<file path="src/rtl/core/assert_macros.svh">
// assertion macros shared by the angle text parser rtl
// no dependencies; included by the modules that carry assertions
`ifndef ASSERT_MACROS_SVH
`define ASSERT_MACROS_SVH

// property must hold at every clock edge outside reset
`define ASSERT_PROP(label, clk, rst, prop) \
   label: assert property (@(posedge clk) disable iff (rst) prop) \
      else $error("assertion failed");

// condition must never be true outside reset
`define ASSERT_NEVER(label, clk, rst, cond) \
   label: assert property (@(posedge clk) disable iff (rst) !(cond)) \
      else $error("forbidden condition seen");

`endif

</file>
<file path="src/rtl/core/datp_pkg.sv">
// types and constants of the angle text parser
// no dependencies; used by all but assert_macros.svh
`default_nettype none

package datp_pkg;

   localparam int QUEUE_DEPTH = 2;
   localparam int QUEUE_AW    = (QUEUE_DEPTH > 1) ? $clog2(QUEUE_DEPTH) : 1;
   localparam int QUEUE_CW    = $clog2(QUEUE_DEPTH + 1);
   localparam int CSR_INDEX_W = 2;

   localparam logic [30:0] MAG_MAX = 31'h7FFF_FFFF;

   localparam logic [7:0] DEG_SYM_RESET = 8'd176;
   localparam logic [7:0] MIN_SYM_RESET = 8'd39;
   localparam logic [7:0] SEC_SYM_RESET = 8'd34;

   localparam logic [7:0] CH_TAB   = 8'h09;
   localparam logic [7:0] CH_CR    = 8'h0D;
   localparam logic [7:0] CH_SPACE = 8'h20;
   localparam logic [7:0] CH_PLUS  = 8'h2B;
   localparam logic [7:0] CH_MINUS = 8'h2D;
   localparam logic [7:0] CH_DOT   = 8'h2E;
   localparam logic [7:0] CH_ZERO  = 8'h30;
   localparam logic [7:0] CH_NINE  = 8'h39;
   localparam logic [7:0] CH_E     = 8'h45;
   localparam logic [7:0] CH_N     = 8'h4E;
   localparam logic [7:0] CH_S     = 8'h53;
   localparam logic [7:0] CH_W     = 8'h57;

   typedef enum logic [CSR_INDEX_W-1:0] {
      CSR_DEGREE_SYMBOL = 2'd0,
      CSR_MINUTE_SYMBOL = 2'd1,
      CSR_SECOND_SYMBOL = 2'd2
   } datp_csr_index_type;

   typedef enum logic [1:0] {
      PH_SPACE  = 2'd0,
      PH_SIGN   = 2'd1,
      PH_DIGITS = 2'd2,
      PH_DONE   = 2'd3
   } datp_phase_type;

   typedef enum logic [1:0] {
      FR_NONE    = 2'd0,
      FR_ZERO    = 2'd1,
      FR_NONZERO = 2'd2
   } datp_frac_type;

   // one classified character
   typedef struct packed {
      logic [7:0] text_char;
      logic       is_last;
      logic       digit;
      logic [3:0] digit_val;
      logic       digit_nz;
      logic       space;
      logic       plus;
      logic       minus;
      logic       dot;
      logic       sign_char;
      logic       sign_neg;
      logic       match_d;
      logic       match_m;
      logic       match_s;
   } datp_class_type;

   typedef struct packed {
      datp_phase_type phase;
      logic           neg;
      logic [30:0]    value;
   } datp_scan_type;

   // final scanner state of one text
   typedef struct packed {
      logic        is_negative;
      logic [7:0]  sign_char;
      logic [2:0]  symbols;
      logic [30:0] deg_val;
      logic        min_neg;
      logic [30:0] min_val;
      logic        sec_neg;
      logic [30:0] sec_val;
      logic        frac_nz;
   } datp_snap_type;

endpackage

`default_nettype wire

</file>
<file path="src/rtl/core/datp_if.sv">
// channel interfaces of the angle text parser: text in, result out, csr write
// depends on datp_pkg
`default_nettype none

interface datp_req_if;
   logic       valid;
   logic       ready;
   logic [7:0] text_char;
   logic       is_last;
   modport source (output valid, text_char, is_last, input ready);
   modport sink (input valid, text_char, is_last, output ready);
endinterface

interface datp_rsp_if;
   logic        valid;
   logic        ready;
   logic        is_negative;
   logic [7:0]  sign_char;
   logic [30:0] degrees;
   logic [31:0] minutes;
   logic [31:0] seconds;
   modport source (output valid, is_negative, sign_char, degrees, minutes, seconds,
                   input ready);
   modport sink (input valid, is_negative, sign_char, degrees, minutes, seconds,
                 output ready);
endinterface

interface datp_csr_if;
   logic                             valid;
   logic                             ready;
   logic [datp_pkg::CSR_INDEX_W-1:0] index;
   logic [7:0]                       data;
   modport source (output valid, index, data, input ready);
   modport sink (input valid, index, data, output ready);
endinterface

`default_nettype wire

</file>
<file path="src/rtl/core/datp_front.sv">
// front end: symbol registers, character classification and push into the queue
// depends on datp_pkg and datp_if
`default_nettype none

module datp_front (
   input  wire logic             clock,
   input  wire logic             reset,
   datp_req_if.sink              req_bus,
   datp_csr_if.sink              csr_bus,
   input  wire logic             q_full,
   output logic                  push,
   output datp_pkg::datp_class_type push_item
);

   logic [7:0] deg_sym_ff, deg_sym_in;
   logic [7:0] min_sym_ff, min_sym_in;
   logic [7:0] sec_sym_ff, sec_sym_in;
   logic [7:0] c;

   assign csr_bus.ready = 1'b1;
   assign req_bus.ready = !q_full;
   assign push          = req_bus.valid && !q_full;

   always_comb begin
      deg_sym_in = deg_sym_ff;
      min_sym_in = min_sym_ff;
      sec_sym_in = sec_sym_ff;
      if (csr_bus.valid) begin
         unique case (csr_bus.index)
            datp_pkg::CSR_DEGREE_SYMBOL: deg_sym_in = csr_bus.data;
            datp_pkg::CSR_MINUTE_SYMBOL: min_sym_in = csr_bus.data;
            datp_pkg::CSR_SECOND_SYMBOL: sec_sym_in = csr_bus.data;
            default: ;
         endcase
      end
   end

   always_ff @(posedge clock) begin
      if (reset) begin
         deg_sym_ff <= datp_pkg::DEG_SYM_RESET;
         min_sym_ff <= datp_pkg::MIN_SYM_RESET;
         sec_sym_ff <= datp_pkg::SEC_SYM_RESET;
      end else begin
         deg_sym_ff <= deg_sym_in;
         min_sym_ff <= min_sym_in;
         sec_sym_ff <= sec_sym_in;
      end
   end

   assign c = req_bus.text_char;

   always_comb begin
      push_item.text_char = c;
      push_item.is_last   = req_bus.is_last;
      push_item.digit     = (c >= datp_pkg::CH_ZERO) && (c <= datp_pkg::CH_NINE);
      push_item.digit_val = c[3:0];
      push_item.digit_nz  = push_item.digit && (c != datp_pkg::CH_ZERO);
      push_item.space     = (c == datp_pkg::CH_SPACE) ||
                            ((c >= datp_pkg::CH_TAB) && (c <= datp_pkg::CH_CR));
      push_item.plus      = (c == datp_pkg::CH_PLUS);
      push_item.minus     = (c == datp_pkg::CH_MINUS);
      push_item.dot       = (c == datp_pkg::CH_DOT);
      push_item.sign_char = (c == datp_pkg::CH_PLUS) || (c == datp_pkg::CH_MINUS) ||
                            (c == datp_pkg::CH_N) || (c == datp_pkg::CH_S) ||
                            (c == datp_pkg::CH_E) || (c == datp_pkg::CH_W);
      push_item.sign_neg  = (c == datp_pkg::CH_MINUS) || (c == datp_pkg::CH_S) ||
                            (c == datp_pkg::CH_W);
      push_item.match_d   = (c == deg_sym_ff);
      push_item.match_m   = (c == min_sym_ff);
      push_item.match_s   = (c == sec_sym_ff);
   end

endmodule

`default_nettype wire

</file>
<file path="src/rtl/core/datp_queue.sv">
// short queue of classified characters between front and back end
// depends on datp_pkg and assert_macros.svh
`default_nettype none
`include "assert_macros.svh"

module datp_queue (
   input  wire logic                     clock,
   input  wire logic                     reset,
   input  wire logic                     push,
   input  wire datp_pkg::datp_class_type push_item,
   output logic                          q_full,
   output logic                          head_valid,
   output datp_pkg::datp_class_type      head,
   input  wire logic                     pop
);

   localparam int                   DEPTH = datp_pkg::QUEUE_DEPTH;
   localparam int                   AW    = datp_pkg::QUEUE_AW;
   localparam int                   CW    = datp_pkg::QUEUE_CW;
   localparam logic [AW-1:0]        LAST_PTR = AW'(DEPTH - 1);

   datp_pkg::datp_class_type mem_ff [DEPTH];
   logic [AW-1:0] wr_ptr_ff, wr_ptr_in;
   logic [AW-1:0] rd_ptr_ff, rd_ptr_in;
   logic [CW-1:0] count_ff, count_in;

   assign q_full     = (count_ff == CW'(DEPTH));
   assign head_valid = (count_ff != '0);
   assign head       = mem_ff[rd_ptr_ff];

   always_comb begin
      wr_ptr_in = wr_ptr_ff;
      rd_ptr_in = rd_ptr_ff;
      count_in  = count_ff;
      if (push) begin
         wr_ptr_in = (wr_ptr_ff == LAST_PTR) ? '0 : wr_ptr_ff + AW'(1);
      end
      if (pop) begin
         rd_ptr_in = (rd_ptr_ff == LAST_PTR) ? '0 : rd_ptr_ff + AW'(1);
      end
      if (push && !pop) begin
         count_in = count_ff + CW'(1);
      end else if (pop && !push) begin
         count_in = count_ff - CW'(1);
      end
   end

   always_ff @(posedge clock) begin
      if (reset) begin
         wr_ptr_ff <= '0;
         rd_ptr_ff <= '0;
         count_ff  <= '0;
      end else begin
         wr_ptr_ff <= wr_ptr_in;
         rd_ptr_ff <= rd_ptr_in;
         count_ff  <= count_in;
      end
   end

   always_ff @(posedge clock) begin
      if (push) begin
         mem_ff[wr_ptr_ff] <= push_item;
      end
   end

   `ASSERT_PROP(a_count_bound, clock, reset, count_ff <= CW'(DEPTH))
   `ASSERT_NEVER(a_pop_empty, clock, reset, pop && (count_ff == '0))

endmodule

`default_nettype wire

</file>
<file path="src/rtl/core/datp_back.sv">
// back end: sign capture, symbol tracking and the three field scanners
// depends on datp_pkg and assert_macros.svh
`default_nettype none
`include "assert_macros.svh"

module datp_back (
   input  wire logic                     clock,
   input  wire logic                     reset,
   input  wire logic                     head_valid,
   input  wire datp_pkg::datp_class_type head,
   output logic                          pop,
   output logic                          snap_valid,
   output datp_pkg::datp_snap_type       snap,
   input  wire logic                     snap_ready
);

   logic                    sign_seen_ff, sign_seen_in;
   logic [7:0]              sign_store_ff, sign_store_in;
   logic                    sign_neg_ff, sign_neg_in;
   logic [2:0]              symbols_ff, symbols_in;
   datp_pkg::datp_scan_type scan_ff [3];
   datp_pkg::datp_scan_type scan_in [3];
   datp_pkg::datp_frac_type frac_ff, frac_in;
   logic                    snap_valid_ff, snap_valid_in;
   datp_pkg::datp_snap_type snap_ff, snap_in;
   logic                    is_d, is_m, is_s;

   function automatic datp_pkg::datp_scan_type scan_feed(datp_pkg::datp_scan_type s,
                                                         datp_pkg::datp_class_type c);
      datp_pkg::datp_scan_type r;
      logic [34:0]             prod;
      r    = s;
      prod = 35'(s.value) * 35'd10 + 35'(c.digit_val);
      if (s.phase != datp_pkg::PH_DONE) begin
         priority if (c.digit) begin
            r.value = (prod[34:31] != 4'd0) ? datp_pkg::MAG_MAX : prod[30:0];
            r.phase = datp_pkg::PH_DIGITS;
         end else if ((s.phase == datp_pkg::PH_SPACE) && c.space) begin
            r.phase = datp_pkg::PH_SPACE;
         end else if ((s.phase == datp_pkg::PH_SPACE) && (c.plus || c.minus)) begin
            r.neg   = c.minus;
            r.phase = datp_pkg::PH_SIGN;
         end else begin
            r.phase = datp_pkg::PH_DONE;
         end
      end
      return r;
   endfunction

   assign pop        = head_valid && (!head.is_last || !snap_valid_ff || snap_ready);
   assign snap_valid = snap_valid_ff;
   assign snap       = snap_ff;

   assign is_d = !symbols_ff[0] && head.match_d;
   assign is_m = !symbols_ff[1] && head.match_m;
   assign is_s = !symbols_ff[2] && head.match_s;

   always_comb begin
      sign_seen_in  = sign_seen_ff;
      sign_store_in = sign_store_ff;
      sign_neg_in   = sign_neg_ff;
      symbols_in    = symbols_ff;
      scan_in[0]    = scan_ff[0];
      scan_in[1]    = scan_ff[1];
      scan_in[2]    = scan_ff[2];
      frac_in       = frac_ff;
      snap_valid_in = snap_valid_ff && !snap_ready;
      snap_in       = snap_ff;
      if (pop) begin
         if (!sign_seen_ff && head.sign_char) begin
            sign_seen_in  = 1'b1;
            sign_store_in = head.text_char;
            sign_neg_in   = head.sign_neg;
         end

         if (is_d) begin
            scan_in[0].phase = datp_pkg::PH_DONE;
         end else begin
            scan_in[0] = scan_feed(scan_ff[0], head);
         end

         if (symbols_ff[0]) begin
            if (is_m) begin
               scan_in[1].phase = datp_pkg::PH_DONE;
            end else begin
               scan_in[1] = scan_feed(scan_ff[1], head);
            end
         end

         if (symbols_ff[1]) begin
            priority if (is_s) begin
               scan_in[2].phase = datp_pkg::PH_DONE;
               if (frac_ff == datp_pkg::FR_ZERO) begin
                  frac_in = datp_pkg::FR_NONE;
               end
            end else if (scan_ff[2].phase == datp_pkg::PH_DONE) begin
               if (frac_ff == datp_pkg::FR_ZERO) begin
                  if (!head.digit) begin
                     frac_in = datp_pkg::FR_NONE;
                  end else if (head.digit_nz) begin
                     frac_in = datp_pkg::FR_NONZERO;
                  end
               end
            end else begin
               scan_in[2] = scan_feed(scan_ff[2], head);
               if (head.dot) begin
                  frac_in = datp_pkg::FR_ZERO;
               end
            end
         end

         symbols_in = symbols_ff | {is_s, is_m, is_d};

         if (head.is_last) begin
            snap_valid_in       = 1'b1;
            snap_in.is_negative = sign_seen_in && sign_neg_in;
            snap_in.sign_char   = sign_seen_in ? sign_store_in : 8'd0;
            snap_in.symbols     = symbols_in;
            snap_in.deg_val     = scan_in[0].value;
            snap_in.min_neg     = scan_in[1].neg;
            snap_in.min_val     = scan_in[1].value;
            snap_in.sec_neg     = scan_in[2].neg;
            snap_in.sec_val     = scan_in[2].value;
            snap_in.frac_nz     = (frac_in == datp_pkg::FR_NONZERO);
            // start the next text from a clean state
            sign_seen_in  = 1'b0;
            sign_store_in = 8'd0;
            sign_neg_in   = 1'b0;
            symbols_in    = 3'b000;
            frac_in       = datp_pkg::FR_NONE;
            for (int k = 0; k < 3; k++) begin
               scan_in[k] = '{phase: datp_pkg::PH_SPACE, neg: 1'b0, value: 31'd0};
            end
         end
      end
   end

   always_ff @(posedge clock) begin
      if (reset) begin
         sign_seen_ff  <= 1'b0;
         sign_store_ff <= 8'd0;
         sign_neg_ff   <= 1'b0;
         symbols_ff    <= 3'b000;
         frac_ff       <= datp_pkg::FR_NONE;
         snap_valid_ff <= 1'b0;
         for (int k = 0; k < 3; k++) begin
            scan_ff[k] <= '{phase: datp_pkg::PH_SPACE, neg: 1'b0, value: 31'd0};
         end
      end else begin
         sign_seen_ff  <= sign_seen_in;
         sign_store_ff <= sign_store_in;
         sign_neg_ff   <= sign_neg_in;
         symbols_ff    <= symbols_in;
         frac_ff       <= frac_in;
         snap_valid_ff <= snap_valid_in;
         for (int k = 0; k < 3; k++) begin
            scan_ff[k] <= scan_in[k];
         end
      end
   end

   always_ff @(posedge clock) begin
      snap_ff <= snap_in;
   end

   `ASSERT_PROP(a_clear_after_last, clock, reset, (pop && head.is_last) |=> (symbols_ff == 3'b000 && !sign_seen_ff && snap_valid_ff))
   `ASSERT_PROP(a_snap_held, clock, reset, (snap_valid_ff && !snap_ready) |=> (snap_valid_ff && $stable(snap_ff)))

endmodule

`default_nettype wire

</file>
<file path="src/rtl/core/datp_format.sv">
// result stage: field gating, 32-bit wrap of negative values, output register
// depends on datp_pkg, datp_if and assert_macros.svh
`default_nettype none
`include "assert_macros.svh"

module datp_format (
   input  wire logic                    clock,
   input  wire logic                    reset,
   input  wire logic                    snap_valid,
   input  wire datp_pkg::datp_snap_type snap,
   output logic                         snap_ready,
   datp_rsp_if.source                   rsp_bus
);

   logic        rsp_valid_ff, rsp_valid_in;
   logic        is_negative_ff;
   logic [7:0]  sign_char_ff;
   logic [30:0] degrees_ff;
   logic [31:0] minutes_ff, minutes_in;
   logic [31:0] seconds_ff, seconds_in;
   logic        has_d, has_m, has_s;
   logic        take;

   assign snap_ready = !rsp_valid_ff || rsp_bus.ready;
   assign take       = snap_valid && snap_ready;

   assign has_d = snap.symbols[0];
   assign has_m = has_d && snap.symbols[1];
   assign has_s = has_m && snap.symbols[2];

   always_comb begin
      minutes_in = 32'd0;
      seconds_in = 32'd0;
      if (has_m) begin
         minutes_in = snap.min_neg ? (32'd0 - {1'b0, snap.min_val}) : {1'b0, snap.min_val};
      end
      if (has_s) begin
         // negative with a nonzero fraction rounds down one more
         seconds_in = snap.sec_neg ? (~{1'b0, snap.sec_val} + {31'd0, !snap.frac_nz})
                                   : {1'b0, snap.sec_val};
      end
      rsp_valid_in = take || (rsp_valid_ff && !rsp_bus.ready);
   end

   always_ff @(posedge clock) begin
      if (reset) begin
         rsp_valid_ff <= 1'b0;
      end else begin
         rsp_valid_ff <= rsp_valid_in;
      end
   end

   always_ff @(posedge clock) begin
      if (take) begin
         is_negative_ff <= snap.is_negative;
         sign_char_ff   <= snap.sign_char;
         degrees_ff     <= has_d ? snap.deg_val : 31'd0;
         minutes_ff     <= minutes_in;
         seconds_ff     <= seconds_in;
      end
   end

   assign rsp_bus.valid       = rsp_valid_ff;
   assign rsp_bus.is_negative = is_negative_ff;
   assign rsp_bus.sign_char   = sign_char_ff;
   assign rsp_bus.degrees     = degrees_ff;
   assign rsp_bus.minutes     = minutes_ff;
   assign rsp_bus.seconds     = seconds_ff;

   `ASSERT_PROP(a_take_shows, clock, reset, take |=> rsp_valid_ff)

endmodule

`default_nettype wire

</file>
<file path="src/rtl/core/dms_angle_text_parser.sv">
// angle text parser: characters in one per cycle unless stalled, one result item per text
// the last character passes the queue, its result the snapshot and output registers
// throughput: one character per cycle unless a stalled result holds back the next last
//    character; the two-entry queue holds it and one more, then input stalls
// reset: synchronous, clears queue, scanners and result valid; symbols to 176, 39, 34
`default_nettype none

module dms_angle_text_parser (
   input  wire logic  clock,
   input  wire logic  reset,
   datp_req_if.sink   req_bus,
   datp_csr_if.sink   csr_bus,
   datp_rsp_if.source rsp_bus
);

   logic                     q_full;
   logic                     push;
   datp_pkg::datp_class_type push_item;
   logic                     head_valid;
   datp_pkg::datp_class_type head;
   logic                     pop;
   logic                     snap_valid;
   datp_pkg::datp_snap_type  snap;
   logic                     snap_ready;

   datp_front u_front (
      .clock     (clock),
      .reset     (reset),
      .req_bus   (req_bus),
      .csr_bus   (csr_bus),
      .q_full    (q_full),
      .push      (push),
      .push_item (push_item)
   );

   datp_queue u_queue (
      .clock      (clock),
      .reset      (reset),
      .push       (push),
      .push_item  (push_item),
      .q_full     (q_full),
      .head_valid (head_valid),
      .head       (head),
      .pop        (pop)
   );

   datp_back u_back (
      .clock      (clock),
      .reset      (reset),
      .head_valid (head_valid),
      .head       (head),
      .pop        (pop),
      .snap_valid (snap_valid),
      .snap       (snap),
      .snap_ready (snap_ready)
   );

   datp_format u_format (
      .clock      (clock),
      .reset      (reset),
      .snap_valid (snap_valid),
      .snap       (snap),
      .snap_ready (snap_ready),
      .rsp_bus    (rsp_bus)
   );

endmodule

`default_nettype wire
</file>
<file path="src/flat_wrapper.sv">
// flat-port wrapper written by rule: the top's interface ports become plain ports
module dms_angle_text_parser_flat 
  (clock, reset, req_bus_valid, req_bus_text_char, req_bus_is_last, req_bus_ready, csr_bus_valid, csr_bus_index, csr_bus_data, csr_bus_ready, rsp_bus_valid, rsp_bus_is_negative, rsp_bus_sign_char, rsp_bus_degrees, rsp_bus_minutes, rsp_bus_seconds, rsp_bus_ready);
  datp_req_if req_bus_i ();
  datp_csr_if csr_bus_i ();
  datp_rsp_if rsp_bus_i ();
  input  wire logic clock;
  input  wire logic reset;
  input wire logic [$bits(req_bus_i.valid)-1:0] req_bus_valid;
  input wire logic [$bits(req_bus_i.text_char)-1:0] req_bus_text_char;
  input wire logic [$bits(req_bus_i.is_last)-1:0] req_bus_is_last;
  output wire logic [$bits(req_bus_i.ready)-1:0] req_bus_ready;
  input wire logic [$bits(csr_bus_i.valid)-1:0] csr_bus_valid;
  input wire logic [$bits(csr_bus_i.index)-1:0] csr_bus_index;
  input wire logic [$bits(csr_bus_i.data)-1:0] csr_bus_data;
  output wire logic [$bits(csr_bus_i.ready)-1:0] csr_bus_ready;
  output wire logic [$bits(rsp_bus_i.valid)-1:0] rsp_bus_valid;
  output wire logic [$bits(rsp_bus_i.is_negative)-1:0] rsp_bus_is_negative;
  output wire logic [$bits(rsp_bus_i.sign_char)-1:0] rsp_bus_sign_char;
  output wire logic [$bits(rsp_bus_i.degrees)-1:0] rsp_bus_degrees;
  output wire logic [$bits(rsp_bus_i.minutes)-1:0] rsp_bus_minutes;
  output wire logic [$bits(rsp_bus_i.seconds)-1:0] rsp_bus_seconds;
  input wire logic [$bits(rsp_bus_i.ready)-1:0] rsp_bus_ready;
  assign req_bus_i.valid = req_bus_valid;
  assign req_bus_i.text_char = req_bus_text_char;
  assign req_bus_i.is_last = req_bus_is_last;
  assign req_bus_ready = req_bus_i.ready;
  assign csr_bus_i.valid = csr_bus_valid;
  assign csr_bus_i.index = csr_bus_index;
  assign csr_bus_i.data = csr_bus_data;
  assign csr_bus_ready = csr_bus_i.ready;
  assign rsp_bus_valid = rsp_bus_i.valid;
  assign rsp_bus_is_negative = rsp_bus_i.is_negative;
  assign rsp_bus_sign_char = rsp_bus_i.sign_char;
  assign rsp_bus_degrees = rsp_bus_i.degrees;
  assign rsp_bus_minutes = rsp_bus_i.minutes;
  assign rsp_bus_seconds = rsp_bus_i.seconds;
  assign rsp_bus_i.ready = rsp_bus_ready;
  dms_angle_text_parser u_core (.clock(clock), .reset(reset), .req_bus(req_bus_i), .csr_bus(csr_bus_i), .rsp_bus(rsp_bus_i));
endmodule
</file>
<file path="config.mk">
export PLATFORM = sky130hd
export DESIGN_NAME = dms_angle_text_parser_flat
export DESIGN_NICKNAME = d
export VERILOG_FILES = /design/src/rtl/core/datp_pkg.sv /design/src/rtl/core/datp_if.sv /design/src/rtl/core/datp_front.sv /design/src/rtl/core/datp_queue.sv /design/src/rtl/core/datp_back.sv /design/src/rtl/core/datp_format.sv /design/src/rtl/core/dms_angle_text_parser.sv /design/src/flat_wrapper.sv
export VERILOG_INCLUDE_DIRS = /design/src /design/src/rtl/core
export SDC_FILE = /design/constraint.sdc
export NUM_CORES = 1
export LEC_CHECK = 0
export BUFFER_PORTS_ARGS = -buffer_cell sky130_fd_sc_hd__buf_2
export CAP_MARGIN = 20
export CELL_PAD_IN_SITES_DETAIL_PLACEMENT = 2
export CELL_PAD_IN_SITES_GLOBAL_PLACEMENT = 2
export CORE_MARGIN = 8
export CORE_UTILIZATION = 43
export CTS_CLUSTER_SIZE = 14
export DETAILED_ROUTE_END_ITERATION = 16
export GPL_TIMING_DRIVEN = 0
export PLACE_DENSITY_LB_ADDON = 0.12
export SLEW_MARGIN = 20
export SYNTH_ARGS = -nofsm -noshare
export SYNTH_HDL_FRONTEND = slang
export SYNTH_SLANG_ARGS = --single-unit
</file>
<file path="constraint.sdc">
create_clock -name clock -period 17.5 [get_ports clock]
set_input_delay 0.875 -clock clock [delete_from_list [all_inputs] [get_ports clock]]
set_output_delay 0.875 -clock clock [all_outputs]
set_load 0.01 [all_outputs]
</file>
==> impl_metrics.env <==
export IMPL_yosys_top_cells_count="324 x nor2_1, 275 x a21oi_1, 252 x edfxtp_1"
export IMPL_max_stage_delay_ns=0.75
export IMPL_path_buf_inv=6
export IMPL_grt_max_degree=75
export IMPL_seq_power_share_pct=39.1
export IMPL_leakage_uw=0.0119
export IMPL_clockRootBuffer="clkbuf_16"
export IMPL_layout_nets=3253
export IMPL_finalPower_uw=3510
export IMPL_regArea_um2=10500
export IMPL_dpl_cell_count=3769
export IMPL_wl_per_cell_um=26.3
export IMPL_drt_wl_total_um=101000
export IMPL_status="finished clean"
export IMPL_rsz0062_at_grt="no"
export IMPL_hold_depth=0
export IMPL_syn_area_per_cell_um2=9.20
export IMPL_layout_min_cycle_time_ns=7.98
export IMPL_ys_warn_count=0
export IMPL_area_delta_synth_final_pct=12.9
export IMPL_p_sw_uw=1360
export IMPL_core_area_um2=60400
export IMPL_slew_headroom_pct=28.5
export IMPL_crit_path_max_fanout=10
export IMPL_synth_fp_nets=3067
export IMPL_slowest_stage="nor4_1"
export IMPL_synth_top_area_share_pct=28.9
export IMPL_power_frac_clock_pct=29.0
export IMPL_yosysTopAreaCell="edfxtp_1"
export IMPL_synthCells=2850
export IMPL_critPathArrivalTime_ns=8.27
export IMPL_ff2ff_path_depth=18
export IMPL_path_depth=18
export IMPL_ant_nets=0
export IMPL_tightestPinTransition_ns=1.04
export IMPL_fillers=6425
export IMPL_io_pins=131
export IMPL_netlist_top_cells_area="edfxtp_1 29%, dfxtp_1 11%, ha_1 8.9%, a21oi_1 5.3%, nor2_1 4.6%"
export IMPL_cp_start_kind="register"
export IMPL_crit_path_frequent_cell="clkbuf_1"
export IMPL_antenna_found_initial=2
export IMPL_cts_setup_buffers=0
export IMPL_drv_cap=0
export IMPL_clkLatencyLatePin_ns=0.63
export IMPL_synth_seq_area_share_pct=40.1
export IMPL_multi_input_area_um2=14800
export IMPL_min_path_type="register to register"
export IMPL_final_max_slew_viol_count=0
export IMPL_ctsResizeCount=0
export IMPL_cp_data_required_time_ns=17.79
export IMPL_drive_above_1_share_pct=9.37
export IMPL_critical_path_class="register to register"
export IMPL_intPower_uw=2160
export IMPL_cp_end_kind="register"
export IMPL_drc=0
export IMPL_final_cells=3859
export IMPL_dp_hpwl_um=76100
export IMPL_path_clk_slew_ns=0.07
export IMPL_synth_edf_count=252
export IMPL_cts_buffer_depth=3
export IMPL_sw_frac_of_total_pct=38.6
export IMPL_num_rows=90
export IMPL_synth_most_common_cell="nor2_1"
export IMPL_clock_fmax_ghz=0.125
export IMPL_cts_inserted_buffers=47
export IMPL_die_area_um2=69100
export IMPL_dieWidth_um=263
export IMPL_overflow=0
export IMPL_cp_top_family="simple AND/OR/NAND/NOR gates"
export IMPL_fin_skew_ns=0.0487
export IMPL_setup_viol=0
export IMPL_start_util_pct=43.4
export IMPL_grtUsageTotal_pct=28.3
export IMPL_vias=24072
export IMPL_synth_flop_cell="edfxtp_1"
export IMPL_grt_pass1_wl_um=159000
export IMPL_hold_viol=0
export IMPL_hold_buffers=0
export IMPL_port_buffers=128
export IMPL_p_comb_share_pct=32.0
export IMPL_dp_slack_ns=9.83
export IMPL_synth_cell_types=87
export IMPL_cellPowerDensity_nw_per_um2=119
export IMPL_fin_crit_sh_pct=45.6
export IMPL_drtIter0Drc=1510
export IMPL_setup_slack_ns=9.52
export IMPL_clock_sinks=399
export IMPL_netlist_area_um2=26200
export IMPL_vias_per_cell=6.24
export IMPL_die_h_um=263
export IMPL_ys_ff_latch=399
export IMPL_dr_pass1_iters=7
export IMPL_tns_ns=0
export IMPL_cts_tree="done"
export IMPL_vdd_ir_drop_max_uv=91.2
export IMPL_crit_chain="clkbuf_1 > clkbuf_1 > clkbuf_1 > mux2_2 > inv_1 > fa_1 > nor2b_1 > o21ai_0 > or3_1 > nor3_1 > nand3_1 > nor4_1 > nand3_1 > nor4_1 > mux2i_1 > clkbuf_1 > clkbuf_1 > a21oi_1"
export IMPL_async_flop_share_pct=0
export IMPL_gp_congestion=0.869
export IMPL_htreeDepth=2
export IMPL_grt_pass1_vias=26730
==> per-layer routing <==
metal	up-vias	GRT usage, %	routed length [um]
met5	-	0	13
met4	2	7.17	2320
met3	172	3.86	4250
met2	662	51.2	51000
met1	12293	35.3	43800
li1	10943	-	-
==> metrics by stage <==
stage	cell area (um^2)	hold slack (ns)	utilization, %
6_report	29600	0.425	49.0
4_1_cts	29600	0.427	49.0
5_1_grt	29600	0.436	49.0
3_3_place_gp	27800	0.406	46.1
2_1_floorplan	26200	0.400	-
3_5_place_dp	28000	0.406	46.4
==> sequential cells by signal (all words and copies together), names as in the netlist, 2 cells and up, named ones only <==
signal,count
u_core.u_back.frac_ff,2
u_core.u_back.scan_ff,101
u_core.u_back.sign_store_ff,8
u_core.u_back.snap,108
u_core.u_back.symbols_ff,3
u_core.u_format.rsp_bus.degrees,31
u_core.u_format.rsp_bus.minutes,32
u_core.u_format.rsp_bus.seconds,32
u_core.u_format.rsp_bus.sign_char,8
u_core.u_front.deg_sym_ff,8
u_core.u_front.min_sym_ff,8
u_core.u_front.sec_sym_ff,8
u_core.u_queue.count_ff,2
u_core.u_queue.mem_ff,40
==> path summary, 6_finish.rpt <==
check,endpoint,from,slack (ns)
max reg2reg,u_core.u_back.snap[12],register,9.52
max,u_core.u_back.snap[12],register,9.52
min reg2reg,u_core.u_format.rsp_bus.sign_char[3],u_core.u_back.snap[102],0.43
min,u_core.u_format.rsp_bus.sign_char[3],u_core.u_back.snap[102],0.43
==> power by group through the flow <==
stage	clock network, uW	registers, uW	logic (uW)
after floorplan	0	1360	662
after global placement	0	1390	985
after detailed placement	0	1380	1080
after CTS	1030	1370	1120
after global routing	1060	1390	1200
final	1020	1370	1120
==> placed cells by master (no fill, tap or decap), types with 15 or more instances in the layout <==
| cell | synthesis | routed |
|---|---|---|
| o21ai_0 | 136 | 136 |
| o211ai_1 | 28 | 28 |
| and2_1 | 48 | 48 |
| or3_1 | 25 | 25 |
| a22oi_1 | 28 | 28 |
| nand2_1 | 228 | 228 |
| nor2b_1 | 26 | 25 |
| nor2_1 | 324 | 323 |
| o22a_1 | 65 | 65 |
| and3_1 | 15 | 15 |
| inv_1 | 57 | 56 |
| nor4_1 | 44 | 43 |
| a211oi_1 | 25 | 24 |
| ha_1 | 187 | 187 |
| mux2_2 | 19 | 19 |
| o21a_1 | 33 | 33 |
| buf_2 | 15 | 144 |
| xor2_1 | 111 | 111 |
| nand2b_1 | 16 | 16 |
| a21oi_1 | 275 | 275 |
| a21o_1 | 41 | 41 |
| nor3_1 | 58 | 56 |
| clkbuf_16 | 0 | 47 |
| dfxtp_1 | 147 | 147 |
| o31ai_1 | 44 | 44 |
| clkbuf_1 | 133 | 143 |
| xnor2_1 | 105 | 105 |
| nand3_1 | 48 | 48 |
| nand4_1 | 38 | 38 |
| or4_1 | 18 | 18 |
| mux2i_1 | 34 | 34 |
| edfxtp_1 | 252 | 252 |
==> cells by family after synthesis <==
kind of cell               synth area share [%]
AOI/OAI and AO/OA                          19.8
other                                    0.0143
xor gates and xnor gates                   7.22
DFF                                        40.1
buffers and inverters                      3.45
muxes                                      2.11
adders and majority gates                  9.38
and+or+nand+nor                            18.0
==> layout make-up <==
type / count / share of cell area [%]
multi-input combinational: 2228 / 50.1
sequential: 399 / 35.5
clock buffer: 58 / 4.15
tap: 782 / 3.31
timing repair buffer: 137 / 2.66
buffer: 166 / 2.33
clock inverter: 30 / 1.16
inverter: 57 / 0.740
antenna: 2 / 0.0169
(Power assumes the default switching activity.)
